File: src/hw/rtl/kst_pkg.sv
// Package for the key id slot table: request and status codes, field widths,
// and the structs passed along the cell chain. It depends on nothing.
package kst_pkg;

  localparam int unsigned ID_W        = 8;
  localparam int unsigned KEY_W       = 64;
  localparam int unsigned ACTIVE_W    = 5;
  localparam int unsigned REQ_W       = 2;
  localparam int unsigned STATUS_W    = 2;
  // Slot index width; covers tables of up to 256 slots.
  localparam int unsigned SLOT_IDX_W  = 8;
  localparam int unsigned SLOTS_DEFAULT = 16;

  localparam logic [ACTIVE_W-1:0] ACTIVE_RESET = ACTIVE_W'(16);

  localparam logic [REQ_W-1:0] REQ_LOOKUP = 2'd0;
  localparam logic [REQ_W-1:0] REQ_ADD    = 2'd1;
  localparam logic [REQ_W-1:0] REQ_REMOVE = 2'd2;

  localparam logic [STATUS_W-1:0] ST_OK   = 2'd0;
  localparam logic [STATUS_W-1:0] ST_MISS = 2'd1;
  localparam logic [STATUS_W-1:0] ST_FULL = 2'd2;

  // Search token that walks the chain, one cell per cycle.
  typedef struct packed {
    logic                  valid;
    logic                  hit;
    logic [SLOT_IDX_W-1:0] hit_idx;
    logic                  free;
    logic [SLOT_IDX_W-1:0] free_idx;
    logic [KEY_W-1:0]      key_high;
    logic [KEY_W-1:0]      key_low;
  } tok_t;

  // Slot write broadcast to all cells; only the addressed cell takes it.
  typedef struct packed {
    logic                  en;
    logic [SLOT_IDX_W-1:0] idx;
    logic [ID_W-1:0]       id;
    logic [KEY_W-1:0]      key_high;
    logic [KEY_W-1:0]      key_low;
  } wr_t;

endpackage

File: src/hw/rtl/kst_cell.sv
// One slot of the key id slot table: holds an id and a 128-bit key, updates
// the passing search token and registers it for the next cell. Uses kst_pkg.
module kst_cell
  import kst_pkg::*;
#(
  parameter int unsigned CellIdx = 0
) (
  input  logic                clk_i,
  input  logic                rst_ni,
  input  logic [ID_W-1:0]     id_i,
  input  logic [ACTIVE_W-1:0] active_i,
  input  tok_t                tok_i,
  output tok_t                tok_o,
  input  wr_t                 wr_i
);

  localparam logic [SLOT_IDX_W-1:0] MyIdx = SLOT_IDX_W'(CellIdx);

  logic [ID_W-1:0]  id_q;
  logic [KEY_W-1:0] key_high_q;
  logic [KEY_W-1:0] key_low_q;
  logic             tok_valid_q;
  tok_t             tok_d;
  tok_t             tok_q;
  logic             in_range;
  logic             match;
  logic             is_free;
  logic             wr_me;

  assign in_range = MyIdx < SLOT_IDX_W'(active_i);
  assign match    = in_range && (id_i != '0) && (id_q == id_i);
  assign is_free  = in_range && (id_q == '0);
  assign wr_me    = wr_i.en && (wr_i.idx == MyIdx);

  // Record the first match and the first free slot seen so far.
  always_comb begin
    tok_d = tok_i;
    if (!tok_i.hit && match) begin
      tok_d.hit      = 1'b1;
      tok_d.hit_idx  = MyIdx;
      tok_d.key_high = key_high_q;
      tok_d.key_low  = key_low_q;
    end
    if (!tok_i.free && is_free) begin
      tok_d.free     = 1'b1;
      tok_d.free_idx = MyIdx;
    end
  end

  always_ff @(posedge clk_i or negedge rst_ni) begin
    if (!rst_ni) begin
      id_q        <= '0;
      tok_valid_q <= 1'b0;
    end else begin
      tok_valid_q <= tok_i.valid;
      if (wr_me) begin
        id_q <= wr_i.id;
      end
    end
  end

  always_ff @(posedge clk_i) begin
    tok_q <= tok_d;
    if (wr_me) begin
      key_high_q <= wr_i.key_high;
      key_low_q  <= wr_i.key_low;
    end
  end

  always_comb begin
    tok_o       = tok_q;
    tok_o.valid = tok_valid_q;
  end

endmodule

File: src/hw/rtl/key_id_slot_table.sv
// Key id slot table: SLOTS slots, each pairing an 8-bit key id (zero marks a
// free slot) with a 128-bit key. A request is a lookup, add or remove; each
// request beat gives exactly one result beat. Only slots below active_slots
// take part (a count above SLOTS acts as SLOTS). A lookup returns the key of
// the lowest matching slot; an add fills the lowest free slot unless the id is
// already present, and reports full whenever no free slot exists; a remove
// clears the lowest matching slot. An add or remove of id zero writes nothing.
// The slots form a chain of cells and a search token walks it one cell per
// cycle. A request passes through a registered token launch, the walk along
// every cell of the chain, a step that resolves the result and writes the
// slot, and the load of the output register once it is free or drains.
// A new request is taken once the previous result sits in the output register,
// so the next search overlaps the wait for the result to be taken. The
// active_slots register is written through the cfg channel, which is always
// ready; write it only while no request is in flight. Depends on kst_pkg and
// kst_cell.
module key_id_slot_table
  import kst_pkg::*;
#(
  parameter int unsigned SLOTS = SLOTS_DEFAULT
) (
  input  logic                clk_i,
  input  logic                rst_ni,
  // configuration channel
  input  logic                cfg_valid_i,
  output logic                cfg_ready_o,
  input  logic [ACTIVE_W-1:0] cfg_active_slots_i,
  // request channel
  input  logic                in_valid_i,
  output logic                in_ready_o,
  input  logic [REQ_W-1:0]    req_type_i,
  input  logic [ID_W-1:0]     key_id_i,
  input  logic [KEY_W-1:0]    key_high_in_i,
  input  logic [KEY_W-1:0]    key_low_in_i,
  // result channel
  output logic                out_valid_o,
  input  logic                out_ready_i,
  output logic [STATUS_W-1:0] status_o,
  output logic                found_o,
  output logic [KEY_W-1:0]    key_high_out_o,
  output logic [KEY_W-1:0]    key_low_out_o
);

  // Configuration register
  logic [ACTIVE_W-1:0] active_q;

  // Request held for the whole search
  logic                busy_q;
  logic                start_q;
  logic [REQ_W-1:0]    req_q;
  logic [ID_W-1:0]     id_q;
  logic [KEY_W-1:0]    key_high_q;
  logic [KEY_W-1:0]    key_low_q;

  // Resolved result waiting for the output register
  logic                res_valid_q;
  logic [STATUS_W-1:0] res_status_q;
  logic                res_found_q;
  logic [KEY_W-1:0]    res_key_high_q;
  logic [KEY_W-1:0]    res_key_low_q;

  logic [STATUS_W-1:0] res_status_d;
  logic                res_found_d;
  logic [KEY_W-1:0]    res_key_high_d;
  logic [KEY_W-1:0]    res_key_low_d;

  // Output register
  logic                out_valid_q;
  logic [STATUS_W-1:0] status_q;
  logic                found_q;
  logic [KEY_W-1:0]    key_high_out_q;
  logic [KEY_W-1:0]    key_low_out_q;

  logic                in_beat;
  logic                out_load;
  tok_t                tok [SLOTS+1];
  tok_t                tok_last;
  wr_t                 wr;

  assign cfg_ready_o = 1'b1;
  assign in_ready_o  = !busy_q;
  assign in_beat     = in_valid_i && in_ready_o;
  // Move the resolved result on once the output register is free or drains.
  assign out_load    = res_valid_q && (!out_valid_q || out_ready_i);

  always_ff @(posedge clk_i or negedge rst_ni) begin
    if (!rst_ni) begin
      active_q <= ACTIVE_RESET;
    end else if (cfg_valid_i) begin
      active_q <= cfg_active_slots_i;
    end
  end

  // Control: busy from the request beat until the result reaches the
  // output register.
  always_ff @(posedge clk_i or negedge rst_ni) begin
    if (!rst_ni) begin
      busy_q      <= 1'b0;
      start_q     <= 1'b0;
      res_valid_q <= 1'b0;
      out_valid_q <= 1'b0;
    end else begin
      start_q <= in_beat;
      if (in_beat) begin
        busy_q <= 1'b1;
      end else if (out_load) begin
        busy_q <= 1'b0;
      end
      if (tok_last.valid) begin
        res_valid_q <= 1'b1;
      end else if (out_load) begin
        res_valid_q <= 1'b0;
      end
      if (out_load) begin
        out_valid_q <= 1'b1;
      end else if (out_ready_i) begin
        out_valid_q <= 1'b0;
      end
    end
  end

  always_ff @(posedge clk_i) begin
    if (in_beat) begin
      req_q      <= req_type_i;
      id_q       <= key_id_i;
      key_high_q <= key_high_in_i;
      key_low_q  <= key_low_in_i;
    end
    if (tok_last.valid) begin
      res_status_q   <= res_status_d;
      res_found_q    <= res_found_d;
      res_key_high_q <= res_key_high_d;
      res_key_low_q  <= res_key_low_d;
    end
    if (out_load) begin
      status_q       <= res_status_q;
      found_q        <= res_found_q;
      key_high_out_q <= res_key_high_q;
      key_low_out_q  <= res_key_low_q;
    end
  end

  // Launch a fresh token into the first cell in the cycle after the request
  // beat, once the id is held steady for the compares.
  always_comb begin
    tok[0]       = '0;
    tok[0].valid = start_q;
  end

  for (genvar i = 0; i < SLOTS; i++) begin : g_cell
    kst_cell #(
      .CellIdx(i)
    ) u_cell (
      .clk_i   (clk_i),
      .rst_ni  (rst_ni),
      .id_i    (id_q),
      .active_i(active_q),
      .tok_i   (tok[i]),
      .tok_o   (tok[i+1]),
      .wr_i    (wr)
    );
  end

  assign tok_last = tok[SLOTS];

  // Resolve the walked token: result fields and the one slot write, if any.
  // The write lands at the same edge the result is captured.
  always_comb begin
    res_status_d   = ST_OK;
    res_found_d    = 1'b0;
    res_key_high_d = '0;
    res_key_low_d  = '0;
    wr             = '0;
    case (req_q)
      REQ_LOOKUP: begin
        res_found_d = tok_last.hit;
        if (tok_last.hit) begin
          res_key_high_d = tok_last.key_high;
          res_key_low_d  = tok_last.key_low;
        end else begin
          res_status_d = ST_MISS;
        end
      end
      REQ_ADD: begin
        res_found_d = tok_last.hit;
        if (!tok_last.free) begin
          res_status_d = ST_FULL;
        end else if (!tok_last.hit && (id_q != '0)) begin
          wr.en       = tok_last.valid;
          wr.idx      = tok_last.free_idx;
          wr.id       = id_q;
          wr.key_high = key_high_q;
          wr.key_low  = key_low_q;
        end
      end
      REQ_REMOVE: begin
        res_found_d = tok_last.hit;
        if (tok_last.hit) begin
          // clear id and key of the lowest matching slot
          wr.en  = tok_last.valid;
          wr.idx = tok_last.hit_idx;
        end
      end
      default: begin
        // no operation: ok, nothing found, zero key
      end
    endcase
  end

  assign out_valid_o    = out_valid_q;
  assign status_o       = status_q;
  assign found_o        = found_q;
  assign key_high_out_o = key_high_out_q;
  assign key_low_out_o  = key_low_out_q;

endmodule

File: config.mk
export PLATFORM = sky130hd
export DESIGN_NAME = key_id_slot_table
export DESIGN_NICKNAME = d
export VERILOG_FILES = /design/src/hw/rtl/kst_pkg.sv /design/src/hw/rtl/kst_cell.sv /design/src/hw/rtl/key_id_slot_table.sv
export SDC_FILE = /design/constraint.sdc
export NUM_CORES = 2
export LEC_CHECK = 0
export BUFFER_PORTS_ARGS = -buffer_cell sky130_fd_sc_hd__buf_4
export CAP_MARGIN = 20
export CORE_UTILIZATION = 53
export DETAILED_ROUTE_END_ITERATION = 10
export PLACE_DENSITY = 0.8
export SLEW_MARGIN = 20
export SYNTH_ARGS = -nofsm -noshare
export SYNTH_HDL_FRONTEND = slang
export SYNTH_SLANG_ARGS = --single-unit
File: constraint.sdc
create_clock -name clk_i -period 39 [get_ports clk_i]
set_input_delay 7.8 -clock clk_i [delete_from_list [all_inputs] [get_ports clk_i]]
set_output_delay 7.8 -clock clk_i [all_outputs]
set_load 0.05 [all_outputs]
After elaboration in Yosys (flattened, before gate mapping):

Index checks and enable logic that the tools add are counted.

* muxes and demuxes: 30
* reductions and logical operators: 155
* order comparisons: 16
* equality and inequality tests: 33

Operator list (number)
* $mux 128: 15
* $mux 145: 2
* $logic_not 8->1: 17
* $mux 136: 1
* $eq 8x8->1: 16
* $logic_and 1x1->1: 97
* $eq 8x4->1 const B: 8
* $lt 4x5->1 const A: 8
* $logic_not 1->1: 33
* $eq 8x3->1 const B: 4
* $mux 9: 3
* $lt 3x5->1 const A: 4
* $pmux 9 s2: 1
* $eq 8x2->1 const B: 2
* $lt 1x5->1 const A: 2
* $lt 2x5->1 const A: 2
* $eq 8x1->1 const B: 1
* $reduce_bool 8->1: 1
* $mux 1: 6
* $reduce_bool 2->1: 3
* $pmux 2 s2: 1
* $reduce_or 3->1: 1
* $eq 2x1->1 const B: 1
* $eq 2x2->1 const B: 1
* other kinds (4): 4

* input bits: 148
* word-level logic and storage cells: 411
* register bits after elaboration: 4937
* output and inout bits: 134

Logic depth before layout (Yosys ltp):

* depth after elaboration: 7
* depth in mapped cells: 12
* gate-level depth less buffers: 8

Cells and area by module:

From an unflattened synthesis, not the netlist that was laid out.

* cell total of the unflattened synthesis: 8404
* area total of the unflattened synthesis: 162188.1 µm²

Modules (own cells, without submodules)
* key_id_slot_table: area an instance 14507.7 µm², cells each 760, times used 1, seq. area each 12238.0 µm²
* kst_cell (g_cell[0].u_cell): area an instance 9459.1 µm², cells each 492, times used 1, seq. area each 6991.7 µm²
* kst_cell (g_cell[8].u_cell): area an instance 9432.8 µm², cells each 479, times used 1, seq. area each 6991.7 µm²
* kst_cell (g_cell[11].u_cell): area an instance 9420.3 µm², cells each 476, times used 1, seq. area each 6991.7 µm²
* kst_cell (g_cell[3].u_cell): area an instance 9406.5 µm², cells each 476, times used 1, seq. area each 6991.7 µm²
* kst_cell (g_cell[5].u_cell): area an instance 9404.0 µm², cells each 476, times used 1, seq. area each 6991.7 µm²
* kst_cell (g_cell[1].u_cell): area an instance 9400.3 µm², cells each 476, times used 1, seq. area each 6991.7 µm²
* kst_cell (g_cell[4].u_cell): area an instance 9315.2 µm², cells each 479, times used 1, seq. area each 6991.7 µm²
* kst_cell (g_cell[12].u_cell): area an instance 9308.9 µm², cells each 477, times used 1, seq. area each 6991.7 µm²
* kst_cell (g_cell[7].u_cell): area an instance 9307.7 µm², cells each 477, times used 1, seq. area each 6991.7 µm²
* kst_cell (g_cell[2].u_cell): area an instance 9306.4 µm², cells each 476, times used 1, seq. area each 6991.7 µm²
* kst_cell (g_cell[9].u_cell): area an instance 9306.4 µm², cells each 477, times used 1, seq. area each 6991.7 µm²
* kst_cell (g_cell[10].u_cell): area an instance 8983.6 µm², cells each 480, times used 1, seq. area each 6991.7 µm²
* kst_cell (g_cell[6].u_cell): area an instance 8923.6 µm², cells each 476, times used 1, seq. area each 6991.7 µm²
* +3 rows

Worst setup path before layout:

Ideal clock, no wire load.

* kind: reg2reg
* start: register g_cell[15].u_cell.tok_valid_q
* end: register g_cell[15].u_cell.key_high_q[0] (enable)
* path buffers: 0
* slack: 22257 ps
* setup time: 929 ps
* required time: 38071 ps
* stages on the path, launching flop included: 3
* period minus slack after synthesis: 16743 ps
* data arrival time: 15814 ps
* path through: dfrtp_1 > o211ai_1 > nor4_1

* word-level cells in the longest chain between the ends: 4
* elaborated cells between the ends (all ways): 5
* classes of those cells: mux (4); reduce/logical (1)

RTL lines
* start: declaration: RTL line kst_cell.sv:22 `logic tok_valid_q;`
* start signal: assignment: RTL line kst_cell.sv:55 `tok_valid_q <= tok_i.valid;`
* $mux 145: RTL line key_id_slot_table.sv:188 `end else if (!tok_last.hit && (id_q != '0)) begin`
* $mux 145: RTL line key_id_slot_table.sv:186 `if (!tok_last.free) begin`
* $pmux 9 s2 *: RTL line key_id_slot_table.sv:174 `case (req_q)`
* $logic_and 1x1->1 *: RTL line kst_cell.sv:33 `assign wr_me = wr_i.en && (wr_i.idx == MyIdx);`
* named net g_cell[15].u_cell.wr_me: RTL line kst_cell.sv:28 `logic wr_me;`
* end signal: assignment: RTL line kst_cell.sv:65 `key_high_q <= wr_i.key_high;`
* end: declaration: RTL line kst_cell.sv:20 `logic [KEY_W-1:0] key_high_q;`

Mark *: on every way through the listed nets, which the timed path passes. The rest lies on a longest branch.
A chain may end at the register's enable or synchronous reset.

Worst setup path in the final report:

* start: register busy_q
* end: output in_ready_o

* word-level cells in the longest chain between the ends: 1

RTL lines
* start: declaration: RTL line key_id_slot_table.sv:48 `logic busy_q;`
* start signal: assignment: RTL line key_id_slot_table.sv:98 `busy_q <= 1'b0;`
* start signal: assignment: RTL line key_id_slot_table.sv:105 `busy_q <= 1'b1;`
* start signal: assignment: RTL line key_id_slot_table.sv:107 `busy_q <= 1'b0;`
* $logic_not 1->1: RTL line key_id_slot_table.sv:81 `assign in_ready_o = !busy_q;`
* end: declaration: RTL line key_id_slot_table.sv:30 `output logic in_ready_o,`

Every way passes these cells.

==> results.json <==
{
  "antenna_left": 0,
  "drc": 0,
  "violations": "max-slew violations",
  "critical_path_required_ns": 31.20,
  "endpoint_kind": "output pin",
  "port_buffers": 280,
  "clock-sinks": 4779,
  "cts_resized": 0,
  "hold_start": "g_cell[6].u_cell.tok_valid_q$_DFF_PN0_",
  "design.core.area_um2": 283000,
  "std_cell_rows": 195,
  "fin_setup_tns_ns": 0,
  "synth_edf_count": 2448,
  "clockRootBuffer": "clkbuf_16",
  "layout-drive-gt1-share_pct": 30.7,
  "finalCritPeriodShare_pct": 24.2,
  "antenna_found_initial": 21,
  "finalClockSkew_ns": 0.0661,
  "critical_path.cell_chain": "inv_1, buf_4",
  "p_total_mw": 9.99,
  "p_leak_nw": 67.1,
  "worst_slew_pin_slew_ns": 1.59,
  "fill_cells": 18900,
  "die_y_um": 537,
  "syn-num-nets": 8709,
  "netlist_area_um2": 151000,
  "overflow": 0,
  "worst_slack_ns": 29.58,
  "ff_latch_area_um2": 121000,
  "slew_violations": 33,
  "crit_arrival_ns": 1.62,
  "critPathKind": "reg -> out",
  "grt_pass1_vias": 76100,
  "io_pins": 282,
  "dr.first_iter.drc_count": 5405,
  "cts_htree_levels": 5,
  "rsz0062_at_grt": "no",
  "status": "finished, violations left",
  "place.gp.congestion": 0.824,
  "final_area_um2": 172000,
  "slowest_delay_ns": 0.40,
  "cp-start-kind": "flip-flop",
  "min_period_ns": 9.42,
  "multiInputGateArea_um2": 29200,
  "setup_violations": 0,
  "start_util_pct": 53.5,
  "hold-worst-slack_ns": 0.325,
  "track_usage_pct": 21.6,
  "async_reset_ff_share_pct": 3.20,
  "cap_violations": 0,
  "routed_wl_mm": 312,
  "fin_nets": 9186,
  "drtPass1Iterations": 6,
  "clk-insertion-delay-late_ns": 0.97,
  "timing.slew.headroom_pct": -6.29,
  "wire_per_inst_um": 23.7,
  "viasPerCell": 5.39,
  "dpl.hpwl_mm": 162,
  "grt_max_degree": 134,
  "clockBufferDepth": 4,
  "path_clk_slew_ns": 0.06,
  "area_growth_pct": 13.8,
  "synth_ff_type": "edfxtp_1",
  "finalHoldViolCount": 0,
  "ys_ff_latch": 4779,
  "hold_class": "reg -> reg",
  "die_w_um": 537,
  "cts_buffers": 430,
  "postCtsHoldBufs": 0,
  "avgSynthCellArea_um2": 17.7,
  "crit_path_top_delay_cell": "dfrtp_1",
  "powerDensity_nw_per_um2": 58.0,
  "post_cts_buffers": 0,
  "die-area_um2": 288000,
  "synth_cell_type_count": 59,
  "cts_tree": "built",
  "fmax_mhz": 106,
  "critPathMaxFanout": 2,
  "synth_cells": 8557,
  "vias": 71000,
  "dpl_worst_slack_ns": 29.15,
  "crit_start": "busy_q$_DFFE_PN0P_",
  "yosys_warnings": 0,
  "timing.rr.start": "req_q[1]$_DFFE_PP_",
  "place_area_um2": 158000,
  "grt_pass1_wl_mm": 470,
  "ys_seq_area_share_pct": 79.8,
  "peakVddDrop_mv": 0.0435
}
flip-flops by register name (all words and copies together) (netlist names), 2 cells and up:
| signal | flops |
|---|---|
| active_q | 5 |
| g_cell.u_cell.id_q | 128 |
| g_cell.u_cell.key_high_q | 1024 |
| g_cell.u_cell.key_low_q | 1024 |
| g_cell.u_cell.tok_o | 2178 |
| g_cell.u_cell.tok_valid_q | 16 |
| id_q | 8 |
| key_high_out_o | 64 |
| key_high_q | 64 |
| key_low_out_o | 64 |
| key_low_q | 64 |
| req_q | 2 |
| res_key_high_q | 64 |
| res_key_low_q | 64 |
| res_status_q | 2 |
| status_o | 2 |
final timing paths:
kind	end	cells past startpoint	slack, ns
max	in_ready_o	2	29.58
min	g_cell[7].u_cell.tok_valid_q$_DFF_PN0_	0	0.32
max reg2reg	g_cell[5].u_cell.key_high_q[26]$_DFFE_PP_	11	33.30
min reg2reg	g_cell[7].u_cell.tok_valid_q$_DFF_PN0_	0	0.32
max in group asynchronous	g_cell[2].u_cell.id_q[6]$_DFFE_PN0P_	2	30.70
min in group asynchronous	active_q[2]$_DFFE_PN0P_	1	6.93
area by class of cell:
cell class	instances	area share [%]
clock inverters	195	1.23
multi-input cells	3428	16.9
diodes	7	0.0102
repair buffers	381	1.72
flip-flops and latches	4779	70.2
clock buffers	620	7.16
well taps	3743	2.72
inverters	14	0.0508
metal layers:
| layer | up-vias | global-route usage (%) | share of wire, % |
|---|---|---|---|
| met2 | 2139 | 37.1 | 50 |
| met1 | 36700 | 28.3 | 42 |
| met4 | 2 | 7.64 | 3.1 |
| li1 | 31600 | - | - |
| met5 | - | 0 | 0.0042 |
| met3 | 528 | 2.63 | 5.3 |
where the power goes:
group / switching (mW) / internal (mW)
Clock: 1.83 / 2.40
Combinational: 0.204 / 0.0870
Sequential: 0.0454 / 5.42
Total: 2.08 / 7.91
cells in the final DEF, fill, tap and decap left out, drive strengths merged, types with 23 or more instances in the layout:
master and instances:
edfxtp 2448, dfxtp 2178, mux2 1797, nand2 782, clkbuf 620, buf 381, and2 293, dfrtp 152
clkinv 145, and3 131, xor2 76, nand2b 73, xnor2 52, nor4 46, inv 32, bufinv 28
nor2 28, nor3 24, nand4 23
stage by stage:
step / std cells / util, %
after global routing: 13200 / 60.8
final: 13200 / 60.8
after global placement: 12300 / 55.7
after CTS: 13200 / 60.8
after floorplan: 8557 / -
after detailed placement: 12300 / 55.7
cell families after synthesis:
family                     after synthesis  share of synthesized area (%)
muxes                                 1797                           13.4
xor gates and xnor gates               128                          0.740
other                                    1                        0.00248
adders and majority gates                4                         0.0330
and+or+nand+nor                       1472                           4.78
buffers and inverters                  350                           1.02
DFF                                   4779                           79.8
AOI/OAI and AO/OA                       26                          0.179
worst max-delay path: cells and delay by family, from the launching register on:
family | cells | cell delay (ns)
buf+inv | 2 | 0.29
flops | 1 | 0.40
synth_stat cells, types with 3 or more instances:
cell,instances,area [um2]
edfxtp_1,2448,73500
dfxtp_1,2178,43600
mux2_2,1762,19800
nand2_1,782,2940
and2_1,285,1780
clkbuf_1,166,623
buf_2,158,791
dfrtp_1,152,3800
and3_1,131,820
xor2_1,76,666
nand2b_1,73,457
xnor2_1,52,455
nor4_1,41,257
mux2_4,24,360
nor2_1,24,90.1
nor3_1,24,120
nand4_1,23,144
nand3_1,19,95.1
or2_2,19,119
inv_1,14,52.6
mux2_1,11,124
nor2b_1,11,68.8
and2_0,8,50.1
or4_1,8,60.1
buf_4,6,45.0
or3_1,5,31.3
buf_1,4,15.0
ha_1,4,50.1
nor2_2,4,25.0
nor4_4,4,85.1
a21oi_1,3,15.0
No activity file was read; power rests on OpenSTA's default activity.
